File: config.mk
export PLATFORM = sky130hd
export DESIGN_NAME = pid_variable_integration_rate
export DESIGN_NICKNAME = d
export VERILOG_FILES = /design/src/design/pvir_pkg.sv /design/src/design/pid_variable_integration_rate.sv /design/src/design/pvir_mac.sv /design/src/design/pvir_div.sv
export SDC_FILE = /design/constraint.sdc
export NUM_CORES = 2
export LEC_CHECK = 0
export BUFFER_PORTS_ARGS = -buffer_cell sky130_fd_sc_hd__buf_2
export CAP_MARGIN = 20
export CORE_MARGIN = 2
export CORE_UTILIZATION = 60
export CTS_CLUSTER_DIAMETER = 100
export DETAILED_ROUTE_END_ITERATION = 16
export PLACE_DENSITY = 0.79
export SLEW_MARGIN = 20
export SYNTH_ARGS = -nofsm -noshare
export SYNTH_HDL_FRONTEND = slang
export SYNTH_SLANG_ARGS = --single-unit
File: constraint.sdc
create_clock -name clk -period 15.9 [get_ports clk]
set_input_delay 4.77 -clock clk [delete_from_list [all_inputs] [get_ports clk]]
set_output_delay 4.77 -clock clk [all_outputs]
set_load 0.03 [all_outputs]
File: src/design/pvir_pkg.sv
// Shared types, constants and helpers for the variable-rate PID controller.
// Used by pvir_mac, pvir_div and pid_variable_integration_rate; no dependencies.
`timescale 1ns / 1ps

package pvir_pkg;

  localparam int DATA_W   = 32;             // sample and result width
  localparam int FRAC_W   = 16;             // fraction bits of Q16.16
  localparam int REG_W    = 31;             // unsigned register width
  localparam int MUL_A_W  = 49;             // signed operand of the shared multiplier
  localparam int MUL_B_W  = 16;             // unsigned operand (one gain chunk)
  localparam int ACC_W    = 64;             // multiply-accumulate width
  localparam int DIV_Q_W  = FRAC_W;         // fade factor bits
  localparam int DIV_CNT_W = $clog2(DIV_Q_W);
  localparam int SUM_W    = 50;             // width handed to the clamp
  localparam int CFG_A_W  = 3;

  typedef enum logic [CFG_A_W-1:0] {
    REG_GAIN_P      = 3'd0,
    REG_GAIN_I      = 3'd1,
    REG_GAIN_D      = 3'd2,
    REG_INTEG_LIMIT = 3'd3,
    REG_OUT_LIMIT   = 3'd4,
    REG_VARY_EN     = 3'd5,
    REG_THRESH_A    = 3'd6,
    REG_THRESH_B    = 3'd7
  } cfg_reg_t;

  typedef enum logic [3:0] {
    S_IDLE,   // wait for an item
    S_P0,     // gain_p low chunk
    S_P1,     // gain_p high chunk
    S_I0,     // gain_i low chunk, take P
    S_I1,     // gain_i high chunk
    S_D0,     // gain_d low chunk, take increment
    S_D1,     // gain_d high chunk
    S_VR,     // take D, decide on rate scaling
    S_DIV,    // fade factor division
    S_SC,     // increment times factor
    S_SCW,    // take scaled increment
    S_INT,    // update and clamp integral
    S_SUM,    // sum and clamp output
    S_OUT     // hand over to output register
  } state_t;

  typedef struct packed {
    logic en;
    logic clear;     // start a new sum instead of accumulating
    logic shift_hi;  // weight the product by 2^MUL_B_W
  } mac_op_t;

  typedef struct packed {
    logic busy;
    logic done;
  } div_stat_t;

  // Symmetric clamp: x <= -lim gives -lim, x >= lim gives lim.
  function automatic logic signed [DATA_W-1:0] clamp_sym(
    input logic signed [SUM_W-1:0] x,
    input logic [REG_W-1:0]        lim
  );
    logic signed [SUM_W-1:0]  lim_s;
    logic signed [SUM_W-1:0]  neg_s;
    logic signed [DATA_W-1:0] r;
    lim_s = $signed({{(SUM_W-REG_W){1'b0}}, lim});
    neg_s = -lim_s;
    if (x <= neg_s) begin
      r = neg_s[DATA_W-1:0];
    end else if (x >= lim_s) begin
      r = lim_s[DATA_W-1:0];
    end else begin
      r = x[DATA_W-1:0];
    end
    return r;
  endfunction

endpackage

File: src/design/pid_variable_integration_rate.sv
// Positional PID controller with trapezoidal integral and variable integration
// rate. Depends on pvir_pkg, pvir_mac and pvir_div.
//
//  channel | signals                              | item
//  --------+--------------------------------------+-------------------------------
//  input   | in_tvalid, in_tready, in_tdata[63:0] | target, feedback
//  output  | out_tvalid, out_tready, out_tdata    | drive, integral_value
//  config  | cfg_wr_en, cfg_addr, cfg_wdata[30:0] | eight registers, write only
//
// An item takes the division steps only when the fade zone applies; a new
// item can be taken the cycle after the result is handed over.
// The shared multiplier takes three gains in two 16-bit chunks each, and the
// fade factor comes from a divider yielding one bit per cycle.
// rst_n clears the configuration, the error history and the integral.
// A stalled output item holds; the next item is still taken and worked on,
// and its result waits in the sequencer until the output register frees.
`timescale 1ns / 1ps

module pid_variable_integration_rate (
  input  logic        clk,
  input  logic        rst_n,
  input  logic        in_tvalid,
  output logic        in_tready,
  input  logic [63:0] in_tdata,    // [31:0] target, [63:32] feedback
  output logic        out_tvalid,
  input  logic        out_tready,
  output logic [63:0] out_tdata,   // [31:0] drive, [63:32] integral_value
  input  logic        cfg_wr_en,
  input  logic [pvir_pkg::CFG_A_W-1:0] cfg_addr,
  input  logic [pvir_pkg::REG_W-1:0]   cfg_wdata
);

  localparam int DW   = pvir_pkg::DATA_W;
  localparam int FW   = pvir_pkg::FRAC_W;
  localparam int RW   = pvir_pkg::REG_W;
  localparam int AW   = pvir_pkg::MUL_A_W;
  localparam int BW   = pvir_pkg::MUL_B_W;
  localparam int TW   = 48;     // P and D terms
  localparam int IW   = 47;     // integral increment
  localparam int SW   = pvir_pkg::SUM_W;

  // configuration
  logic [RW-1:0] gain_p_r, gain_i_r, gain_d_r, integ_limit_r, out_limit_r;
  logic [RW-1:0] thresh_a_r, thresh_b_r;
  logic          vary_en_r;

  pvir_pkg::state_t state_r, state_nxt;

  logic signed [DW-1:0]   err_r, eprev_r, iacc_r, drive_r;
  logic signed [TW-1:0]   p_r, d_r;
  logic signed [TW:0]     pd_r;
  logic signed [IW-1:0]   item_r;
  logic                   out_tvalid_r;
  logic [63:0]            out_tdata_r;

  logic signed [DW:0]     diff_in;
  logic signed [DW-1:0]   err_in;
  logic signed [DW:0]     esum, edif;
  logic [DW-1:0]          mag;
  logic [DW-1:0]          ta_tb;
  logic [DW-1:0]          num_w;
  logic                   same_sign, in_full, in_fade, scale_go, out_free;
  logic signed [TW-1:0]   isum;
  logic signed [SW-1:0]   osum;

  pvir_pkg::mac_op_t           mac_op;
  logic signed [AW-1:0]        mac_a;
  logic [BW-1:0]               mac_b;
  logic signed [pvir_pkg::ACC_W-1:0] mac_acc;
  logic                        div_start;
  logic [pvir_pkg::DIV_Q_W-1:0] factor;
  pvir_pkg::div_stat_t         div_st;

  pvir_mac u_mac (
    .clk (clk),
    .op  (mac_op),
    .a   (mac_a),
    .b   (mac_b),
    .acc (mac_acc)
  );

  pvir_div u_div (
    .clk   (clk),
    .rst_n (rst_n),
    .start (div_start),
    .num   (num_w[RW-1:0]),
    .den   (thresh_b_r),
    .quot  (factor),
    .stat  (div_st)
  );

  // error, saturated to 32 bits
  assign diff_in = $signed({in_tdata[31], in_tdata[31:0]}) -
                   $signed({in_tdata[63], in_tdata[63:32]});
  always_comb begin
    if (diff_in[DW] != diff_in[DW-1]) begin
      err_in = diff_in[DW] ? {1'b1, {(DW-1){1'b0}}} : {1'b0, {(DW-1){1'b1}}};
    end else begin
      err_in = diff_in[DW-1:0];
    end
  end

  assign esum = {err_r[DW-1], err_r} + {eprev_r[DW-1], eprev_r};
  assign edif = {err_r[DW-1], err_r} - {eprev_r[DW-1], eprev_r};

  // rate scaling decision
  assign mag       = err_r[DW-1] ? -err_r : err_r;
  assign ta_tb     = {1'b0, thresh_a_r} + {1'b0, thresh_b_r};
  assign num_w     = ta_tb - mag;
  assign same_sign = (!err_r[DW-1] && (|err_r) && !iacc_r[DW-1] && (|iacc_r)) ||
                     (err_r[DW-1] && iacc_r[DW-1]);
  assign in_full   = mag <= {1'b0, thresh_a_r};
  assign in_fade   = mag <= ta_tb;
  assign scale_go  = vary_en_r && same_sign && !in_full;

  assign isum = $signed({{(TW-DW){iacc_r[DW-1]}}, iacc_r}) +
                $signed({item_r[IW-1], item_r});
  assign osum = $signed({pd_r[TW], pd_r}) +
                $signed({{(SW-DW){iacc_r[DW-1]}}, iacc_r});

  assign out_free = !out_tvalid_r || out_tready;

  // next state
  always_comb begin
    state_nxt = state_r;
    case (state_r)
      pvir_pkg::S_IDLE: if (in_tvalid) state_nxt = pvir_pkg::S_P0;
      pvir_pkg::S_P0:   state_nxt = pvir_pkg::S_P1;
      pvir_pkg::S_P1:   state_nxt = pvir_pkg::S_I0;
      pvir_pkg::S_I0:   state_nxt = pvir_pkg::S_I1;
      pvir_pkg::S_I1:   state_nxt = pvir_pkg::S_D0;
      pvir_pkg::S_D0:   state_nxt = pvir_pkg::S_D1;
      pvir_pkg::S_D1:   state_nxt = pvir_pkg::S_VR;
      pvir_pkg::S_VR: begin
        if (scale_go && in_fade) state_nxt = pvir_pkg::S_DIV;
        else                     state_nxt = pvir_pkg::S_INT;
      end
      pvir_pkg::S_DIV:  if (div_st.done) state_nxt = pvir_pkg::S_SC;
      pvir_pkg::S_SC:   state_nxt = pvir_pkg::S_SCW;
      pvir_pkg::S_SCW:  state_nxt = pvir_pkg::S_INT;
      pvir_pkg::S_INT:  state_nxt = pvir_pkg::S_SUM;
      pvir_pkg::S_SUM:  state_nxt = pvir_pkg::S_OUT;
      pvir_pkg::S_OUT:  if (out_free) state_nxt = pvir_pkg::S_IDLE;
      default:          state_nxt = pvir_pkg::S_IDLE;
    endcase
  end

  // sequencer outputs: multiplier operands, divider start and input ready
  always_comb begin
    mac_op    = '0;
    mac_a     = '0;
    mac_b     = '0;
    div_start = 1'b0;
    in_tready = 1'b0;
    case (state_r)
      pvir_pkg::S_IDLE: in_tready = 1'b1;
      pvir_pkg::S_P0: begin
        mac_op = '{en: 1'b1, clear: 1'b1, shift_hi: 1'b0};
        mac_a  = {{(AW-DW){err_r[DW-1]}}, err_r};
        mac_b  = gain_p_r[BW-1:0];
      end
      pvir_pkg::S_P1: begin
        mac_op = '{en: 1'b1, clear: 1'b0, shift_hi: 1'b1};
        mac_a  = {{(AW-DW){err_r[DW-1]}}, err_r};
        mac_b  = {1'b0, gain_p_r[RW-1:BW]};
      end
      pvir_pkg::S_I0: begin
        mac_op = '{en: 1'b1, clear: 1'b1, shift_hi: 1'b0};
        mac_a  = {{(AW-DW-1){esum[DW]}}, esum};
        mac_b  = gain_i_r[BW-1:0];
      end
      pvir_pkg::S_I1: begin
        mac_op = '{en: 1'b1, clear: 1'b0, shift_hi: 1'b1};
        mac_a  = {{(AW-DW-1){esum[DW]}}, esum};
        mac_b  = {1'b0, gain_i_r[RW-1:BW]};
      end
      pvir_pkg::S_D0: begin
        mac_op = '{en: 1'b1, clear: 1'b1, shift_hi: 1'b0};
        mac_a  = {{(AW-DW-1){edif[DW]}}, edif};
        mac_b  = gain_d_r[BW-1:0];
      end
      pvir_pkg::S_D1: begin
        mac_op = '{en: 1'b1, clear: 1'b0, shift_hi: 1'b1};
        mac_a  = {{(AW-DW-1){edif[DW]}}, edif};
        mac_b  = {1'b0, gain_d_r[RW-1:BW]};
      end
      pvir_pkg::S_VR:   div_start = scale_go && in_fade;
      pvir_pkg::S_SC: begin
        mac_op = '{en: 1'b1, clear: 1'b1, shift_hi: 1'b0};
        mac_a  = {{(AW-IW){item_r[IW-1]}}, item_r};
        mac_b  = factor;
      end
      default: ;
    endcase
  end

  always_ff @(posedge clk) begin
    if (!rst_n) begin
      state_r <= pvir_pkg::S_IDLE;
    end else begin
      state_r <= state_nxt;
    end
  end

  // configuration registers
  always_ff @(posedge clk) begin
    if (!rst_n) begin
      gain_p_r      <= '0;
      gain_i_r      <= '0;
      gain_d_r      <= '0;
      integ_limit_r <= '0;
      out_limit_r   <= '0;
      vary_en_r     <= 1'b0;
      thresh_a_r    <= '0;
      thresh_b_r    <= '0;
    end else if (cfg_wr_en) begin
      case (pvir_pkg::cfg_reg_t'(cfg_addr))
        pvir_pkg::REG_GAIN_P:      gain_p_r      <= cfg_wdata;
        pvir_pkg::REG_GAIN_I:      gain_i_r      <= cfg_wdata;
        pvir_pkg::REG_GAIN_D:      gain_d_r      <= cfg_wdata;
        pvir_pkg::REG_INTEG_LIMIT: integ_limit_r <= cfg_wdata;
        pvir_pkg::REG_OUT_LIMIT:   out_limit_r   <= cfg_wdata;
        pvir_pkg::REG_VARY_EN:     vary_en_r     <= cfg_wdata[0];
        pvir_pkg::REG_THRESH_A:    thresh_a_r    <= cfg_wdata;
        pvir_pkg::REG_THRESH_B:    thresh_b_r    <= cfg_wdata;
        default: ;
      endcase
    end
  end

  // controller state: error history and integral
  always_ff @(posedge clk) begin
    if (!rst_n) begin
      eprev_r <= '0;
      iacc_r  <= '0;
    end else if (state_r == pvir_pkg::S_INT) begin
      eprev_r <= err_r;
      iacc_r  <= pvir_pkg::clamp_sym({{(SW-TW){isum[TW-1]}}, isum}, integ_limit_r);
    end
  end

  // working registers; products are floored by dropping low bits
  always_ff @(posedge clk) begin
    case (state_r)
      pvir_pkg::S_IDLE: if (in_tvalid) err_r <= err_in;
      pvir_pkg::S_I0:   p_r    <= mac_acc[FW+TW-1:FW];
      pvir_pkg::S_D0:   item_r <= mac_acc[FW+IW:FW+1];
      pvir_pkg::S_VR: begin
        d_r <= mac_acc[FW+TW-1:FW];
        if (scale_go && !in_fade) item_r <= '0;
      end
      pvir_pkg::S_SCW:  item_r <= mac_acc[FW+IW-1:FW];
      pvir_pkg::S_INT:  pd_r   <= {p_r[TW-1], p_r} + {d_r[TW-1], d_r};
      pvir_pkg::S_SUM:  drive_r <= pvir_pkg::clamp_sym(osum, out_limit_r);
      default: ;
    endcase
  end

  // output register
  always_ff @(posedge clk) begin
    if (!rst_n) begin
      out_tvalid_r <= 1'b0;
    end else if (state_r == pvir_pkg::S_OUT && out_free) begin
      out_tvalid_r <= 1'b1;
    end else if (out_tready) begin
      out_tvalid_r <= 1'b0;
    end
  end

  always_ff @(posedge clk) begin
    if (state_r == pvir_pkg::S_OUT && out_free) begin
      out_tdata_r <= {iacc_r, drive_r};
    end
  end

  assign out_tvalid = out_tvalid_r;
  assign out_tdata  = out_tdata_r;

  a_div_in_div_state: assert property (@(posedge clk) disable iff (!rst_n)
    div_st.busy |-> state_r == pvir_pkg::S_DIV)
    else $error("divider busy outside the division step");

  a_accept_starts: assert property (@(posedge clk) disable iff (!rst_n)
    (in_tvalid && in_tready) |=> state_r == pvir_pkg::S_P0)
    else $error("accepted item did not start the sequence");

  a_out_from_seq: assert property (@(posedge clk) disable iff (!rst_n)
    $rose(out_tvalid) |-> $past(state_r == pvir_pkg::S_OUT))
    else $error("output item raised outside the hand-over step");

  a_div_start_idle: assert property (@(posedge clk) disable iff (!rst_n)
    div_start |-> !div_st.busy && thresh_b_r != '0)
    else $error("divider started while busy or with zero fade width");

endmodule

File: src/design/pvir_mac.sv
// Shared multiply-accumulate unit: signed 49-bit by unsigned 16-bit chunk,
// optional 16-bit weighting, 64-bit accumulator. Depends on pvir_pkg.
`timescale 1ns / 1ps

module pvir_mac (
  input  logic                                clk,
  input  pvir_pkg::mac_op_t                   op,
  input  logic signed [pvir_pkg::MUL_A_W-1:0] a,
  input  logic [pvir_pkg::MUL_B_W-1:0]        b,
  output logic signed [pvir_pkg::ACC_W-1:0]   acc
);

  localparam int PROD_W = pvir_pkg::MUL_A_W + pvir_pkg::MUL_B_W + 1;

  logic signed [PROD_W-1:0]          prod;
  logic signed [pvir_pkg::ACC_W-1:0] term;
  logic signed [pvir_pkg::ACC_W-1:0] acc_r;
  logic signed [pvir_pkg::ACC_W-1:0] acc_nxt;

  assign prod = a * $signed({1'b0, b});

  always_comb begin
    if (op.shift_hi) begin
      term = prod[pvir_pkg::ACC_W-1:0] <<< pvir_pkg::MUL_B_W;
    end else begin
      term = prod[pvir_pkg::ACC_W-1:0];
    end
    if (op.clear) begin
      acc_nxt = term;
    end else begin
      acc_nxt = acc_r + term;
    end
  end

  always_ff @(posedge clk) begin
    if (op.en) begin
      acc_r <= acc_nxt;
    end
  end

  assign acc = acc_r;

endmodule

File: src/design/pvir_div.sv
// Restoring divider for the fade factor: (num << 16) / den with num < den,
// one quotient bit per cycle. Depends on pvir_pkg.
`timescale 1ns / 1ps

module pvir_div (
  input  logic                          clk,
  input  logic                          rst_n,
  input  logic                          start,
  input  logic [pvir_pkg::REG_W-1:0]    num,
  input  logic [pvir_pkg::REG_W-1:0]    den,
  output logic [pvir_pkg::DIV_Q_W-1:0]  quot,
  output pvir_pkg::div_stat_t           stat
);

  logic [pvir_pkg::REG_W-1:0]     rem_r;
  logic [pvir_pkg::REG_W-1:0]     rem_nxt;
  logic [pvir_pkg::DIV_Q_W-1:0]   q_r;
  logic [pvir_pkg::DIV_CNT_W-1:0] cnt_r;
  logic                           busy_r;
  logic [pvir_pkg::REG_W:0]       rem_sh;
  logic [pvir_pkg::REG_W:0]       rem_sub;
  logic                           ge;

  assign rem_sh  = {rem_r, 1'b0};
  assign rem_sub = rem_sh - {1'b0, den};
  assign ge      = rem_sh >= {1'b0, den};
  assign rem_nxt = ge ? rem_sub[pvir_pkg::REG_W-1:0] : rem_sh[pvir_pkg::REG_W-1:0];

  always_ff @(posedge clk) begin
    if (!rst_n) begin
      busy_r <= 1'b0;
    end else if (start) begin
      busy_r <= 1'b1;
    end else if (busy_r && cnt_r == '0) begin
      busy_r <= 1'b0;
    end
  end

  always_ff @(posedge clk) begin
    if (start) begin
      rem_r <= num;
      q_r   <= '0;
      cnt_r <= pvir_pkg::DIV_CNT_W'(pvir_pkg::DIV_Q_W - 1);
    end else if (busy_r) begin
      rem_r <= rem_nxt;
      q_r   <= {q_r[pvir_pkg::DIV_Q_W-2:0], ge};
      cnt_r <= cnt_r - 1'b1;
    end
  end

  assign quot      = q_r;
  assign stat.busy = busy_r;
  assign stat.done = busy_r && (cnt_r == '0);

endmodule
After elaboration in Yosys (flattened, before gate mapping)
Index checks and enable logic that the tools add are counted.

cells by class
  reductions and logical operators = 42
  magnitude comparators = 7
  mux-type cells = 28
  add/sub/neg operators = 14
  bitwise operators = 0
  shift-type cells = 0
  equal/unequal tests = 25
  divide/modulo/power cells = 0
  multiply operators = 1

operators by type and width
  cell               number
  $mux W32           7
  $pmux W49 S4       1
  $pmux W47 S3       1
  $mux W64           2
  $pmux W16 S7       1
  $neg A31 Y50       2
  $mux W31           3
  $sub A32 B32 Y33   2
  $add A64 B64 Y64   1
  $mul A49 B17 Y64   1
  $reduce_or A32 Y1  2
  $sub A31 B31 Y31   2
  $pmux W4 S14       1
  $add A49 B32 Y50   1
  $ge A50 B32 Y1     1
  $le A48 B50 Y1     1
  $le A50 B50 Y1     1
  $add A48 B48 Y49   1
  $add A32 B47 Y48   1
  $ge A48 B32 Y1     1
  $mux W47           1
  $add A32 B32 Y33   1
  $add A31 B31 Y32   1
  $ge A32 B31 Y1     1
  other kinds (29)   80

storage, ports and cells
  bits in writable memories = 0
  logic and storage cells = 141
  memories = 0
  input port bits = 103
  register bits = 723
  output and inout port bits = 66
  bits in latches = 0
  bits in read-only memories = 0

Depth between registers and ports, before layout
  word-level depth = 10
  depth in mapped cells = 57
  depth with buffers taken out = 56

Modules after synthesis
Synthesis repeated with hierarchy kept, for this count alone.

unflattened totals
  cells, all modules = 9665
  area, all modules = 83410.0 um^2

by module, submodules not included
  module                         cells an instance  times used  sequential area each (um^2)  area each (um^2)
  pid_variable_integration_rate  5307               1           15354.7                      46095.5
  pvir_mac                       3845               1           1921.8                       33073.0
  pvir_div                       513                1           1351.3                       4241.6

Worst setup path before layout
Ideal clock, no wire load.

  path kind = flip-flop to flip-flop
  start = register err_r[0]
  end = register u_mac.acc_r, in the netlist u_mac.acc[62], data pin
  arrival = 11.563 ns
  setup slack = 4.067 ns
  setup time = 0.271 ns
  data required time = 15.629 ns
  path buffers = 3
  cell stages (with the launch flop) = 58
  clock period less this slack = 11.833 ns
  cells stage by stage = edfxtp_1 inv_1 ha_1 fa_1 nor2b_1 o21ai_0 a21boi_1 o211ai_1 a21oi_1 o2111ai_1 a32oi_1 a21oi_1 o31ai_1 a21oi_1 o31ai_1 nand4_1 buf_2 buf_2 [... 22 more ...] o21a_1 nor2_1 xnor2_1 nand2_1 o21ai_0 ha_1 nand2_1 nor3_1 nand3_1 o21ai_0 a31oi_1 o211ai_1 a31oi_1 and2_1 o31ai_1 o21ai_0 xor2_1 mux2i_1

on the way
  longest elaborated chain between the ends = 6
  elaborated cells between the ends (all ways) = 7
  classes of those cells = add/sub (3); mul (1); mux (3)

RTL lines
  what                                                  line                                                                        source
  start, declared                                       pid_variable_integration_rate.sv:49                                         logic signed [DW-1:0] err_r, eprev_r, iacc_r, drive_r;
  start signal, assigned                                pid_variable_integration_rate.sv:245                                        pvir_pkg::S_IDLE: if (in_tvalid) err_r <= err_in;
  $sub A32 B32 Y33 or $add A32 B32 Y33 (tied branches)  pid_variable_integration_rate.sv:104, pid_variable_integration_rate.sv:103
  $pmux W49 S4 (*)                                      pid_variable_integration_rate.sv:155                                        case (state_r)
  $mul A49 B17 Y64 (*)                                  pvir_mac.sv:20                                                              assign prod = a * $signed({1'b0, b});
  $mux W64 (*)                                          pvir_mac.sv:23                                                              if (op.shift_hi) begin
  $add A64 B64 Y64                                      pvir_mac.sv:31                                                              acc_nxt = acc_r + term;
  $mux W64 (*)                                          pvir_mac.sv:28                                                              if (op.clear) begin
  named net u_mac.acc_nxt (one bit)                     pvir_mac.sv:18                                                              logic signed [pvir_pkg::ACC_W-1:0] acc_nxt;
  end signal, assigned                                  pvir_mac.sv:37                                                              acc_r <= acc_nxt;
  end, declared                                         pvir_mac.sv:17                                                              logic signed [pvir_pkg::ACC_W-1:0] acc_r;

The timed path passes the listed nets; every way through them passes the cells marked *.
A chain may end at the register's enable or synchronous reset.

Final worst setup path
Ends and elaborated chain as after synthesis.

==> flow_summary_export.csv <==
group,metric,value,unit
timing,hold_violations,0,
floorplan,io_pins,169,
worst_setup_path,startpoint,"err_r[0]",
global_route,gr-usage-all-layers,36.6,%
finish,layout_commonest_cell,"nand2_1",
hold_path,hp-class,"reg2reg",
timing,grt_setup_unrepaired,"false",
hold_path,hold_path_end,"out_tdata[14]",
worst_setup_path,critical_path_buf_inv_count,7,
clocking,clk_pin_slew,0.06,ns
synth,synth_edf_count,415,
drt,drt_first_pass_iters,8,
placed_design,place_ws,2.73,ns
synth,synth-seq-cells,723,
timing,timing.fmax,74.5,MHz
clocking,clock_latency,0.73,ns
clocking,cts_resized,0,
floorplan,die_area,138000,sq um
pwr,pwr-share-clk,28.1,%
placed_design,hpwl,196000,microns
worst_setup_path,slowest_stage,"a21oi_1",
timing,worstMarginPinSlew,1.04,ns
placed_design,portBuffers,168,
timing,fin_ws,2.47,ns
placed_design,routabilityCongestion,1.01,
drt,drc_errors,0,
worst_setup_path,critPathMaxFanout,30,
clocking,cts-hold-fix-buffers,0,
drt,via_per_inst,6.28,
worst_setup_path,max_stage_delay,0.73,ns
floorplan,die_h,372,microns
floorplan,fp.dieW,372,microns
pwr,seqPwrFrac,34.1,%
drt,vias,70400,
clocking,htree_num_levels,3,
clocking,cts.sinks,723,
global_route,grt_pass1_vias,69500,
synth,synth_area,81000,sq um
status,status,"finished clean",
timing,setup_viol,0,
synth,syn_inst,9414,
hold_path,min_path_cells,0,
synth,synth_ff_type,"edfxtp_1",
clocking,ctsLongestPathBuffers,3,
hold_path,hp-start,"drive_r[14]",
worst_setup_path,cp_top_family,"compound AO/OA/AOI/OAI gates",
pwr,power.internal,4.36,mW
worst_setup_path,rr_endpoint,"u_mac.acc[62]",
synth,avgSynthCellArea,8.61,sq um
synth,synth.distinct_cells,107,
clocking,cts_tree,"built",
pwr,p_sw_share,39.2,%
timing,period_needed,13.43,ns
pwr,power_switching,2.81,mW
worst_setup_path,r2r-start,"err_r[0]",
floorplan,num_rows,134,
timing,final.setup_skew,0.0520,ns
worst_setup_path,cp-end-kind,"flop",
pwr,pwr_density_cell,82.9,nW/um^2
pwr,p_comb_share,37.8,%
global_route,grt_remaining_overflow,0,
finish,stdcell_count,11200,
synth,ys_seq_area_share,23.0,%
drt,antenna_left,0,
finish,fin_nets,11000,
synth,yosys_warnings,0,
clocking,root_buffer,"clkbuf_16",
drt,wl,252000,microns
placed_design,place_inst,11100,
finish,drive_gt1_share,6.04,%
worst_setup_path,worstSetupPathType,"reg2reg",
global_route,grt_antenna_before_repair,2,
synth,ys_async_sr_fraction,0,%
worst_setup_path,worst_ep_required_time,16.32,ns
worst_setup_path,critical_path_arrival,13.85,ns
global_route,grt_pass1_wl,393000,microns
timing,max_slew_margin,30.1,%
clocking,cts_setup_buffers,0,
drt,drt_iter0_drc,7564,
timing,final_max_slew_viol_count,0,
worst_setup_path,reg2regPathDepth,54,
clocking,cts_buffers,81,
drt,wl_per_cell,22.5,microns
finish,final_cell_mix,"nand2_1, inv_1, ha_1, fa_1, nor2_1",
timing,setup_tns,0,ns
floorplan,core_area,134000,sq um
synth,synth_fp_nets,11000,
pwr,ir_drop,0.0765,mV
pwr,leakage,38.9,nW
timing,finalCritPeriodShare,84.5,%
global_route,grt_max_degree,118,
floorplan,initial_utilization,60.6,%
worst_setup_path,r2r_setup_slack,2.47,ns
finish,syn_to_final_growth,6.65,%
worst_setup_path,path_common_cell,"fa_1",
worst_setup_path,startpoint_type,"flop",
job,max_cap_violations,0,
## worst reg2reg max path, delay by kind of cell (launching register included)
| family | cells | cell delay (ns) |
|---|---|---|
| adder cells (fa/ha/maj) | 10 | 4.41 |
| buffers and inverters | 7 | 0.78 |
| AO/OA/AOI/OAI | 23 | 4.98 |
| multiplexers | 2 | 0.34 |
| AND/OR/NAND/NOR | 10 | 1.52 |
| flip-flops | 1 | 0.48 |
| XOR/XNOR | 2 | 0.65 |
## power by group through the flow
stage / sequential, mW / clock (mW) / combinational [mW]
floorplan: 2.35 / 0 / 1.91
global placement: 2.47 / 0 / 2.56
CTS: 2.44 / 2.03 / 2.65
global route: 2.45 / 2.10 / 2.96
finish: 2.45 / 2.01 / 2.71
detailed placement: 2.48 / 0 / 2.63
## cell families (layout without fill, tap and decap cells)
family                   count (synthesis)  in the layout  share of synthesized area [%]
multiplexers                            62             62                          0.787
adder cells (fa/ha/maj)               1488           1488                           29.5
other                                    0              3                              0
flip-flops                             723            723                           23.0
buffers and inverters                 1612           1641                           7.54
XOR/XNOR                               438            438                           4.74
AO/OA/AOI/OAI                         2261           2261                           18.7
AND/OR/NAND/NOR                       2830           2830                           15.7
## routing by layer
metal / global-route usage, % / vias to the layer above / wire, microns / part of all wire [%]
met5: 0 / - / 0 / 0
met4: 23.4 / 0 / 18400 / 7.3
met1: 47.4 / 33900 / 98600 / 39
met3: 6.55 / 826 / 25300 / 10
met2: 56.6 / 3831 / 110000 / 44
li1: - / 31900 / - / -
## registers in the layout, summed over array words and instances (netlist names), 47 cells and up
register   count
out_tdata     64
d_r           48
u_mac.acc     64
pd_r          49
p_r           48
item_r        47
## final cells by class
type | count | area, sq um
multi-input combinational | 7079 | 56600
clock buffer | 101 | 2270
sequential | 723 | 18600
fill | 11100 | 47400
tap | 1768 | 2210
timing repair buffer | 267 | 1600
inverter | 1222 | 4590
clock inverter | 51 | 579
antenna | 3 | 7.51
## synthesized netlist by cell type, types with 45 or more instances
library cell	number	area [sq um]
nand2_1	1290	4840
inv_1	1220	4580
ha_1	779	9750
fa_1	709	14200
nor2_1	648	2430
a21oi_1	576	2880
edfxtp_1	415	12500
clkbuf_1	351	1320
o21ai_0	338	1690
a21o_1	332	2490
dfxtp_1	308	6170
xnor2_1	295	2580
a21boi_0	264	1980
xor2_1	142	1240
nor3_1	140	701
nor2b_1	131	820
nand3_1	126	631
nand2b_1	102	638
nand4_1	75	469
a211oi_1	67	503
o21bai_1	60	450
and3_1	58	363
a22o_1	56	490
and2_1	56	350
nor4_1	56	350
o21a_1	56	420
a22oi_1	49	368
mux2i_1	48	480
o31ai_1	47	353
o211ai_1	46	345
a31oi_1	45	282
## how the worst max path moves through the flow
stage	end	slack (ns)	depth (start not counted)
finish	u_mac.acc[62]	2.47	54
global route	u_mac.acc[62]	1.52	56
CTS	u_mac.acc[62]	2.68	54
detailed placement	u_mac.acc[62]	2.73	54
global placement	u_mac.acc[62]	2.96	54
floorplan	u_mac.acc[62]	4.07	57
## metrics by stage
stage          utilization [%]  instance area (sq um)  hold slack [ns]  total power, mW
2_1_floorplan                -                  81000            0.400             4.26
3_3_place_gp              62.4                  83500            0.404             5.03
3_5_place_dp              62.5                  83600            0.405             5.11
4_1_cts                   64.6                  86400            0.418             7.12
5_1_grt                   64.6                  86400            0.427             7.51
6_report                  64.6                  86400            0.417             7.17
(Power assumes the default switching activity.)
